## src/hw/rtl/divisor_sum_classifier_top_defines.svh

```systemverilog
// Assertion macros shared by the divisor-sum classifier RTL.
`ifndef DIVISOR_SUM_CLASSIFIER_TOP_DEFINES_SVH
`define DIVISOR_SUM_CLASSIFIER_TOP_DEFINES_SVH

// Same-cycle implication, sampled on clk and disabled while rst_n is low.
`define DSC_ASSERT_IMPL(name, ante, cons) \
  name: assert property (@(posedge clk) disable iff (!rst_n) (ante) |-> (cons)) \
    else $error("divisor_sum_classifier: same-cycle check failed");

// Next-cycle implication, sampled on clk and disabled while rst_n is low.
`define DSC_ASSERT_NEXT(name, ante, cons) \
  name: assert property (@(posedge clk) disable iff (!rst_n) (ante) |=> (cons)) \
    else $error("divisor_sum_classifier: next-cycle check failed");

`endif

```

## src/hw/rtl/dsc_pkg.sv

```systemverilog
// Shared widths and divider interface types for the divisor-sum classifier.
package dsc_pkg;

  localparam int COUNT_W = 11;
  localparam int TOTAL_W = 34;
  localparam int STEP_W  = 6;

  typedef struct packed {
    logic              start;
    logic [STEP_W-1:0] steps;
  } div_req_t;

  typedef struct packed {
    logic busy;
    logic done;
  } div_stat_t;

endpackage

```

## src/hw/rtl/dsc_divider.sv

```systemverilog
// Restoring divider that produces one quotient bit per cycle.
module dsc_divider #(
  parameter int DIVIDEND_W = 42,
  parameter int DIVISOR_W  = 34
) (
  input  logic                  clk,
  input  logic                  rst_n,
  input  dsc_pkg::div_req_t     req,
  input  logic [DIVIDEND_W-1:0] dividend,
  input  logic [DIVISOR_W-1:0]  divisor,
  output dsc_pkg::div_stat_t    stat,
  output logic [DIVIDEND_W-1:0] quotient,
  output logic [DIVISOR_W-1:0]  remainder
);

  logic                       busy_r, busy_nxt;
  logic                       done_r, done_nxt;
  logic [dsc_pkg::STEP_W-1:0] cnt_r, cnt_nxt;
  logic [DIVIDEND_W-1:0]      quo_r, quo_nxt;
  logic [DIVISOR_W-1:0]       rem_r, rem_nxt;
  logic [DIVISOR_W-1:0]       dvs_r, dvs_nxt;
  logic [DIVISOR_W:0]         trial;
  logic [DIVISOR_W:0]         diff;
  logic                       fits;

  // The dividend sits left-aligned in quo_r; each step shifts its top bit into
  // the partial remainder and the quotient bit into the bottom.
  assign trial = {rem_r, quo_r[DIVIDEND_W-1]};
  assign diff  = trial - {1'b0, dvs_r};
  assign fits  = (trial >= {1'b0, dvs_r});

  always_comb begin
    busy_nxt = busy_r;
    done_nxt = 1'b0;
    cnt_nxt  = cnt_r;
    quo_nxt  = quo_r;
    rem_nxt  = rem_r;
    dvs_nxt  = dvs_r;
    if (req.start) begin
      busy_nxt = 1'b1;
      cnt_nxt  = req.steps;
      quo_nxt  = dividend;
      rem_nxt  = '0;
      dvs_nxt  = divisor;
    end else if (busy_r) begin
      quo_nxt = {quo_r[DIVIDEND_W-2:0], fits};
      rem_nxt = fits ? diff[DIVISOR_W-1:0] : trial[DIVISOR_W-1:0];
      cnt_nxt = cnt_r - 1'b1;
      if (cnt_r == dsc_pkg::STEP_W'(1)) begin
        busy_nxt = 1'b0;
        done_nxt = 1'b1;
      end
    end
  end

  always_ff @(posedge clk) begin
    if (!rst_n) begin
      busy_r <= 1'b0;
      done_r <= 1'b0;
    end else begin
      busy_r <= busy_nxt;
      done_r <= done_nxt;
    end
  end

  always_ff @(posedge clk) begin
    cnt_r <= cnt_nxt;
    quo_r <= quo_nxt;
    rem_r <= rem_nxt;
    dvs_r <= dvs_nxt;
  end

  assign stat.busy = busy_r;
  assign stat.done = done_r;
  assign quotient  = quo_r;
  assign remainder = rem_r;

endmodule

```

## src/hw/rtl/divisor_sum_classifier_top.sv

```systemverilog
// Top level of the divisor-sum classifier: sequencer, accumulators and result register.
// Takes one number n per transfer and returns its proper divisor count and sum, a perfect
// flag and an exact harmonic divisor number flag, (n * tau) mod sigma == 0. Candidates d
// from 1 up to floor(sqrt(n)) + 1 each go through one shared restoring divider, which gives
// one quotient bit per cycle; a divisor d and its cofactor n / d are credited together.
// Zero goes straight to the result state without using the divider. One item is in work at a
// time: in_stall stays high from the transfer until the result is loaded into the output
// register, and a new item is taken while an earlier result still waits there.
module divisor_sum_classifier_top #(
  parameter int VALUE_BITS = 31
) (
  input  logic                        clk,
  input  logic                        rst_n,
  input  logic                        in_valid,
  output logic                        in_stall,
  input  logic [VALUE_BITS-1:0]       in_value_in,
  output logic                        out_valid,
  input  logic                        out_stall,
  output logic                        out_is_perfect,
  output logic                        out_is_harmonic,
  output logic [dsc_pkg::COUNT_W-1:0] out_proper_divisor_count,
  output logic [dsc_pkg::TOTAL_W-1:0] out_proper_divisor_total
);

  `include "divisor_sum_classifier_top_defines.svh"

  localparam int CW    = dsc_pkg::COUNT_W;
  localparam int TW    = dsc_pkg::TOTAL_W;
  localparam int SW    = VALUE_BITS + 3;
  localparam int DW    = VALUE_BITS + CW;
  localparam int EXT_W = (SW > TW) ? SW : TW;

  localparam logic [dsc_pkg::STEP_W-1:0] TRIAL_STEPS = dsc_pkg::STEP_W'(VALUE_BITS);
  localparam logic [dsc_pkg::STEP_W-1:0] MOD_STEPS   = dsc_pkg::STEP_W'(DW);

  localparam logic [2:0] S_IDLE       = 3'd0;
  localparam logic [2:0] S_TRIAL      = 3'd1;
  localparam logic [2:0] S_TRIAL_WAIT = 3'd2;
  localparam logic [2:0] S_MUL        = 3'd3;
  localparam logic [2:0] S_MOD        = 3'd4;
  localparam logic [2:0] S_MOD_WAIT   = 3'd5;
  localparam logic [2:0] S_DONE       = 3'd6;

  logic [2:0]            state_r, state_nxt;
  logic [VALUE_BITS-1:0] n_r, n_nxt;
  logic [VALUE_BITS-1:0] d_r, d_nxt;
  logic [SW-1:0]         sum_r, sum_nxt;
  logic [CW-1:0]         cnt_r, cnt_nxt;
  logic [DW-1:0]         prod_r, prod_nxt;
  logic [SW-1:0]         sigma_r, sigma_nxt;
  logic                  harm_r, harm_nxt;
  logic                  out_valid_r, out_valid_nxt;
  logic                  perf_out_r, perf_out_nxt;
  logic                  harm_out_r, harm_out_nxt;
  logic [CW-1:0]         cnt_out_r, cnt_out_nxt;
  logic [TW-1:0]         total_out_r, total_out_nxt;

  dsc_pkg::div_req_t     div_req;
  dsc_pkg::div_stat_t    div_stat;
  logic [DW-1:0]         div_dividend;
  logic [SW-1:0]         div_divisor;
  logic [DW-1:0]         div_quo;
  logic [SW-1:0]         div_rem;

  logic [VALUE_BITS-1:0] q_trial;
  logic                  rem_zero;
  logic                  add_lo;
  logic                  add_hi;
  logic [CW-1:0]         tau;
  logic [EXT_W-1:0]      sum_ext;
  logic                  out_free;

  dsc_divider #(
    .DIVIDEND_W (DW),
    .DIVISOR_W  (SW)
  ) u_divider (
    .clk       (clk),
    .rst_n     (rst_n),
    .req       (div_req),
    .dividend  (div_dividend),
    .divisor   (div_divisor),
    .stat      (div_stat),
    .quotient  (div_quo),
    .remainder (div_rem)
  );

  // A trial division runs only VALUE_BITS steps, so n is placed at the top of the dividend.
  always_comb begin
    div_req.start = (state_r == S_TRIAL) || (state_r == S_MOD);
    if (state_r == S_MOD) begin
      div_req.steps = MOD_STEPS;
      div_dividend  = prod_r;
      div_divisor   = sigma_r;
    end else begin
      div_req.steps = TRIAL_STEPS;
      div_dividend  = DW'(n_r) << CW;
      div_divisor   = SW'(d_r);
    end
  end

  assign q_trial  = div_quo[VALUE_BITS-1:0];
  assign rem_zero = (div_rem == '0);
  assign add_lo   = rem_zero && (d_r < n_r);
  assign add_hi   = rem_zero && (q_trial != d_r) && (q_trial < n_r);
  assign tau      = cnt_r + 1'b1;
  assign sum_ext  = EXT_W'(sum_r);
  assign out_free = !out_valid_r || !out_stall;

  always_comb begin
    state_nxt     = state_r;
    n_nxt         = n_r;
    d_nxt         = d_r;
    sum_nxt       = sum_r;
    cnt_nxt       = cnt_r;
    prod_nxt      = prod_r;
    sigma_nxt     = sigma_r;
    harm_nxt      = harm_r;
    out_valid_nxt = out_valid_r && out_stall;
    perf_out_nxt  = perf_out_r;
    harm_out_nxt  = harm_out_r;
    cnt_out_nxt   = cnt_out_r;
    total_out_nxt = total_out_r;

    case (state_r)
      S_IDLE: begin
        if (in_valid) begin
          n_nxt    = in_value_in;
          d_nxt    = VALUE_BITS'(1);
          sum_nxt  = '0;
          cnt_nxt  = '0;
          harm_nxt = 1'b0;
          state_nxt = (in_value_in == '0) ? S_DONE : S_TRIAL;
        end
      end
      S_TRIAL: begin
        state_nxt = S_TRIAL_WAIT;
      end
      S_TRIAL_WAIT: begin
        if (div_stat.done) begin
          // d > floor(n / d) is the same test as d * d > n.
          if (d_r > q_trial) begin
            state_nxt = S_MUL;
          end else begin
            sum_nxt = sum_r + (add_lo ? SW'(d_r) : SW'(0)) + (add_hi ? SW'(q_trial) : SW'(0));
            cnt_nxt = cnt_r + CW'(add_lo) + CW'(add_hi);
            d_nxt   = d_r + 1'b1;
            state_nxt = S_TRIAL;
          end
        end
      end
      S_MUL: begin
        prod_nxt  = DW'(n_r) * DW'(tau);
        sigma_nxt = sum_r + SW'(n_r);
        state_nxt = S_MOD;
      end
      S_MOD: begin
        state_nxt = S_MOD_WAIT;
      end
      S_MOD_WAIT: begin
        if (div_stat.done) begin
          harm_nxt  = rem_zero;
          state_nxt = S_DONE;
        end
      end
      S_DONE: begin
        if (out_free) begin
          out_valid_nxt = 1'b1;
          perf_out_nxt  = (n_r != '0) && (sum_r == SW'(n_r));
          harm_out_nxt  = harm_r;
          cnt_out_nxt   = cnt_r;
          total_out_nxt = (sum_ext > EXT_W'({TW{1'b1}})) ? {TW{1'b1}} : TW'(sum_ext);
          state_nxt     = S_IDLE;
        end
      end
      default: begin
        state_nxt = S_IDLE;
      end
    endcase
  end

  always_ff @(posedge clk) begin
    if (!rst_n) begin
      state_r     <= S_IDLE;
      out_valid_r <= 1'b0;
    end else begin
      state_r     <= state_nxt;
      out_valid_r <= out_valid_nxt;
    end
  end

  always_ff @(posedge clk) begin
    n_r         <= n_nxt;
    d_r         <= d_nxt;
    sum_r       <= sum_nxt;
    cnt_r       <= cnt_nxt;
    prod_r      <= prod_nxt;
    sigma_r     <= sigma_nxt;
    harm_r      <= harm_nxt;
    perf_out_r  <= perf_out_nxt;
    harm_out_r  <= harm_out_nxt;
    cnt_out_r   <= cnt_out_nxt;
    total_out_r <= total_out_nxt;
  end

  assign in_stall                 = (state_r != S_IDLE);
  assign out_valid                = out_valid_r;
  assign out_is_perfect           = perf_out_r;
  assign out_is_harmonic          = harm_out_r;
  assign out_proper_divisor_count = cnt_out_r;
  assign out_proper_divisor_total = total_out_r;

  `DSC_ASSERT_IMPL(a_start_when_free, div_req.start, !div_stat.busy)
  `DSC_ASSERT_IMPL(a_done_when_waiting, div_stat.done, (state_r == S_TRIAL_WAIT) || (state_r == S_MOD_WAIT))
  `DSC_ASSERT_NEXT(a_busy_after_start, div_req.start, div_stat.busy)
  `DSC_ASSERT_IMPL(a_wait_has_divider, (state_r == S_TRIAL_WAIT) || (state_r == S_MOD_WAIT), div_stat.busy || div_stat.done)

endmodule

```

## config.mk

```make
export PLATFORM = sky130hd
export DESIGN_NAME = divisor_sum_classifier_top
export DESIGN_NICKNAME = d
export VERILOG_FILES = /design/src/hw/rtl/dsc_pkg.sv /design/src/hw/rtl/dsc_divider.sv /design/src/hw/rtl/divisor_sum_classifier_top.sv
export VERILOG_INCLUDE_DIRS = /design/src /design/src/hw/rtl
export SDC_FILE = /design/constraint.sdc
export NUM_CORES = 2
export LEC_CHECK = 0
export ABC_AREA = 1
export BUFFER_PORTS_ARGS = -buffer_cell sky130_fd_sc_hd__buf_2
export CORE_UTILIZATION = 30
export CTS_BUF_LIST = sky130_fd_sc_hd__clkbuf_2
export DETAILED_ROUTE_END_ITERATION = 10
export GPL_TIMING_DRIVEN = 1
export PLACE_DENSITY = 0.45
export SLEW_MARGIN = 20
export SYNTH_ARGS = -nofsm -noshare
export SYNTH_HDL_FRONTEND = slang
export SYNTH_SLANG_ARGS = --single-unit
```

## constraint.sdc

```tcl
create_clock -name clk -period 6.9 [get_ports clk]
set_clock_uncertainty 0.15 [all_clocks]
set_input_delay 0.345 -clock clk [delete_from_list [all_inputs] [get_ports clk]]
set_output_delay 0.345 -clock clk [all_outputs]
set_load 0.02 [all_outputs]
```

==> Word level (Yosys, flattened, before mapping) <==
Index checks and enable logic that the tools add are counted.
{ "classes": {"addsub": 9, "mul": 1, "n_div": 0, "magnitude_cmp": 5, "eq_ne": 14, "n_shift": 0, "mux": 38, "bitwise": 2, "n_reduce_logical": 23} }
{ "ops": {"columns": ["cell", "n"], "rows": [
  ["2-to-1 mux 31 bit", 6],
  ["2-to-1 mux 34 bit", 4],
  ["2-to-1 mux 42 bit", 3],
  ["adder 34 x 31 -> 34 bit", 3],
  ["one-hot mux 34 bit (2 select lines)", 1],
  ["less-than comparator 31 bit", 2],
  ["one-hot mux 31 bit (2 select lines)", 1],
  ["multiplier 31 x 11 -> 42 bit", 1],
  ["greater-or-equal comparator 35 x 34 -> 1 bit", 1],
  ["equality test 34 x 31 -> 1 bit", 1],
  ["> comparator 34 bit, second input constant", 1],
  ["zero test 34 bit", 1],
  ["subtractor 34 bit", 1],
  ["2-to-1 mux 11 bit", 3],
  ["adder 31 x 1 -> 31 bit, second input constant", 1],
  ["> comparator 31 bit", 1],
  ["zero test 31 bit", 1],
  ["!= test 31 bit", 1],
  ["nonzero test 31 bit", 1],
  ["adder 11 x 1 -> 11 bit", 2],
  ["one-hot mux 11 bit (2 select lines)", 1],
  ["one-hot mux 3 bit (7 select lines)", 1],
  ["2-to-1 mux 6 bit", 3],
  ["2-to-1 mux 3 bit", 5],
  ["22 further kinds", 46]
]} }
{ "totals": {"register_bits": 353, "latchBits": 0, "ram_bits": 0, "rom_bits": 0, "output_inout_bits": 49, "mem_count": 0} }

==> Longest topological paths before layout <==
{ "depth": {"word_depth": 8, "ltp_mapped": 33} }

==> Hierarchy <==
From an unflattened synthesis, not the netlist that was laid out.
{ "unflattened": {"cells_unflattened": 4641, "hier_area_um2": 35694.2} }
{ "modules_own_cells": {"columns": ["module", "instances", "cells_each", "area_per_inst_um2", "seq_area_each_um2"], "rows": [
  ["divisor_sum_classifier_top", 1, 3584, 28071.9, 7016.7],
  ["dsc_divider", 1, 1057, 7622.3, 3183.1]
]} }

==> Least setup slack after synthesis <==
OpenSTA, ideal clock, no wires.
{ "synth_timing": {"kind": "register -> register", "startpoint": "register state_r[0]", "endpoint": "register state_r[2]", "setup_time_ns": 0.070, "t_arrival_ns": 6.176, "setup_slack_ns": 0.504, "path_stages_with_launch": 6, "n_path_buf": 0, "path_cell_list": "dfxtp_1 inv_2 nor3_1 nand3b_1 nand2_1 a21oi_1"} }
{ "synth_between": {"elab_chain_cells": 3} }
{ "synth_rtl": {"columns": ["item", "line_no", "rtl"], "rows": [
  ["from (decl)", "divisor_sum_classifier_top.sv:44", "logic [2:0] state_r, state_nxt;"],
  ["from (signal assigned)", "divisor_sum_classifier_top.sv:186", "state_r <= state_nxt;"],
  ["equality test 3 x 2 -> 1 bit, or another cell as far along", "divisor_sum_classifier_top.sv:124", "case (state_r)"],
  ["!= test 2 x 1 -> 1 bit (no line) / != test 2 bit (equally long branches)", null, null],
  ["AND reduction 4 bit (no line)", null, null]
]} }
Several ways; a longest one is shown, not always the timed one.
A chain may end at the register's enable or synchronous reset.

==> Worst setup path in the final report <==
{ "layout_timing": {"startpoint": "register cnt_r[1]", "endpoint": "register prod_r[38], data pin"} }
{ "layout_between": {"elab_chain_cells": 2} }
{ "layout_rtl": {"columns": ["item", "line_no", "rtl"], "rows": [
  ["from (decl)", "divisor_sum_classifier_top.sv:48", "logic [CW-1:0] cnt_r, cnt_nxt;"],
  ["from (signal assigned)", "divisor_sum_classifier_top.sv:195", "cnt_r <= cnt_nxt;"],
  ["adder 11 x 1 -> 11 bit", "divisor_sum_classifier_top.sv:105", "assign tau = cnt_r + 1'b1;"],
  ["multiplier 31 x 11 -> 42 bit", "divisor_sum_classifier_top.sv:152", "prod_nxt = DW'(n_r) * DW'(tau);"],
  ["to (signal assigned)", "divisor_sum_classifier_top.sv:196", "prod_r <= prod_nxt;"],
  ["to (decl)", "divisor_sum_classifier_top.sv:49", "logic [DW-1:0] prod_r, prod_nxt;"]
]} }
No other way between the ends.

==> impl_metrics.yaml <==
min_path:
  min-delay-start: "in_value_in[25]"
  whs_endpoint: "n_r[25]"
  min-delay-path-class: "in -> reg"
  holdPathStages: 3
synth:
  ys_seq_area_frac: 0.2909
  synth.distinct_cells: 56
  syn-num-nets: 5036
  avgSynthCellArea_um2: 7.907
  ys_ff_latch: 353
  netlist_top_cells_area: "edfxtp_1, fa_1, nand2_1, ha_1, inv_1"
  yosys.area.top_type: "edfxtp_1"
  synthArstFlopShare: 0
  synth_top_area_share: 0.2681
  synth_area_um2: 35060
  synth-edff-count: 313
  synthCells: 4434
  synth_warnings: 0
  dominantRegCellSynth: "edfxtp_1"
run:
  maxCapViolations: 0
route:
  vias: 30590
  dr.pass1.iters: 9
  drt_iter0_drc: 2068
  drt-wirelength-per-cell_um: 21.07
  viasPerCell: 4.874
  routed_wl_um: 132200
  route.detailed.drc: 0
  antenna_left: 0
cts:
  cts_buffers: 110
  cts-htree-levels: 3
  clkTransAtPathRegs_ps: 100
  cts_root_buf: "clkbuf_2"
  cts.sinks: 353
  worst_skew_pair.late_latency_ps: 1380
  cts_tree: "built"
  clk_path_buf_depth: 3
timing:
  maxSlewViolCount: 0
  min_period_over_period: 0.9363
  fin_crit_ps: 6461
  maxSlewHeadroom: 0.2482
  setup_violations: 0
  timing.fmax_mhz: 154.8
  worstMarginPinSlew_ps: 1122
  finalHoldViolCount: 0
worst_setup_path:
  cp-start-kind: "flip-flop"
  r2r_slack_ps: 440
  worstPathRequired_ps: 7880
  r2r_cells: 24
  reg2reg_to: "prod_r[38]"
  crit_arrival_ps: 7440
  cp_max_fo: 8
  r2r-start: "cnt_r[1]"
  crit_type: "reg -> reg"
  cp-end-kind: "flip-flop"
floorplanning:
  die_y_um: 343.9
  die_w_um: 343.9
  initial_utilization: 0.3021
  num_rows: 125
  die_area_um2: 118200
  io_pins: 84
  coreArea_um2: 116000
global_route:
  globalRoute.totalOverflow: 0
  grt_pass1_wl_um: 198500
  grt_pass1_vias: 31390
  grt_antenna_before_repair: 3
  grt.total_usage: 0.2270
  grt_start_max_net_pins: 66
placed_design:
  port_buffers: 83
  gp_congestion: 0.9511
  place_hpwl_um: 107300
final_layout:
  area_growth_syn_to_layout_pct: 12.40
  utilization: 0.3396
  drive_above_1_share: 0.09709
  fillers: 12570
  final_nets: 5266
outcome:
  status: "finished, final reports clean"
-- worst max path at each step --
| stage | startpoint | to | slack [ps] | cells past startpoint |
|---|---|---|---|---|
| finish | cnt_r[1] | prod_r[38] | 440 | 24 |
| global route | cnt_r[1] | prod_r[41] | -2 | 30 |
| CTS | cnt_r[1] | prod_r[37] | 90 | 28 |
| detailed placement | cnt_r[1] | prod_r[37] | 90 | 28 |
| global placement | cnt_r[1] | prod_r[38] | 110 | 24 |
| floorplan | state_r[0] | state_r[2] | 500 | 5 |
-- metrics by stage --
step	setup TNS [ps]	hold WS (ps)	cells	setup WS [ps]	area (um^2)
2_1_floorplan	0	250.3	4434	504.5	35060
3_3_place_gp	0	256.5	6000	113.1	37570
3_5_place_dp	0	257.1	6000	92.46	37570
4_1_cts	0	14.64	6267	87.97	39270
5_1_grt	-1.616	123.9	6274	-1.616	39400
6_report	0	182.8	6276	439.3	39410
-- layout by cell type, fill, tap and decap left out, types with 83 or more instances in the layout --
cell type     n
buf_2        83
buf_4        95
edfxtp_1    313
o21ai_0     169
inv_1       795
nand3_1     179
nor2_1      469
a21oi_1     239
fa_1        295
ha_1        270
nand2_1    1058
clkbuf_2    150
-- registers in the layout, summed over array words and instances (netlist names) --
signal	flops
u_divider.cnt_r	6
state_r	3
u_divider.quotient	42
out_is_harmonic	1
prod_r	42
n_r	31
out_valid	1
u_divider.remainder	34
u_divider.done_r	1
harm_r	1
u_divider.dvs_r	34
sum_ext	34
out_proper_divisor_count	11
u_divider.busy_r	1
cnt_r	11
out_proper_divisor_total	34
d_r	31
out_is_perfect	1
sigma_r	34
-- layout make-up --
class                      count  area (um^2)  area share
multi-input combinational   3121        21260      0.5395
sequential                   353        10200      0.2588
inverter                     823         3098     0.07862
timing repair buffer         255         1942     0.04928
tap                         1524         1907     0.04839
clock buffer                 150        750.7     0.01905
clock inverter                46        237.7    0.006033
antenna                        4        10.01   0.0002540
-- cells in the mapped netlist (all sizes together) (4+ instances only) --
| cell | instances |
|---|---|
| a21boi | 7 |
| a21o | 22 |
| a21oi | 243 |
| a31oi | 14 |
| and2 | 4 |
| and3 | 5 |
| buf | 45 |
| clkbuf | 92 |
| clkinv | 9 |
| dfxtp | 40 |
| edfxtp | 313 |
| fa | 295 |
| ha | 272 |
| inv | 814 |
| nand2 | 1080 |
| nand3 | 186 |
| nand3b | 10 |
| nand4 | 56 |
| nor2 | 491 |
| nor3 | 44 |
| nor3b | 6 |
| nor4 | 32 |
| o211ai | 18 |
| o21a | 11 |
| o21ai | 191 |
| o21bai | 20 |
| o221ai | 22 |
| or2 | 9 |
| xnor2 | 26 |
| xor2 | 51 |
-- critical path: stages, from the launching register on --
cell and delay, ps:
edfxtp_1 420, ha_1 190, nand2_1 70, nor2_1 120, inv_1 90, nor2_4 120, nand3_1 90, nand2_1 200
clkinvlp_4 320, nand2_1 180, fa_1 430, fa_1 580, inv_1 70, fa_1 520, fa_1 550, inv_1 60
fa_1 540, inv_1 50, ha_1 350, nand2_1 150, nor4_1 550, buf_4 200, nand4_1 90, nand3_1 120
xor2_1 70
-- layer usage --
metal | global-route usage | wire length (um) | vias to the layer above
met2 | 0.3945 | 64830 | 781
li1 | - | - | 14690
met5 | 0 | 12 | -
met4 | 0.08619 | 4618 | 2
met3 | 0.02918 | 5878 | 191
met1 | 0.2855 | 56890 | 14930
-- what timing repair did --
item                                   CTS  global route
gates resized for setup                  0            23
hold buffers                            71             0
buffers inserted                         0             5
setup endpoints to repair                0            21
endpoints found under the hold margin  146             0
-- cells by family after synthesis --
kind of cell,share of synthesized area
and+or+nand+nor,0.2297
buffers and inverters,0.1056
adders and majority gates,0.2655
AOI/OAI and AO/OA,0.08901
DFF,0.2909
xor gates and xnor gates,0.01924
Power is not shown: default switching activity piles up to over one toggle a cycle in this logic, so the estimate is an artifact.
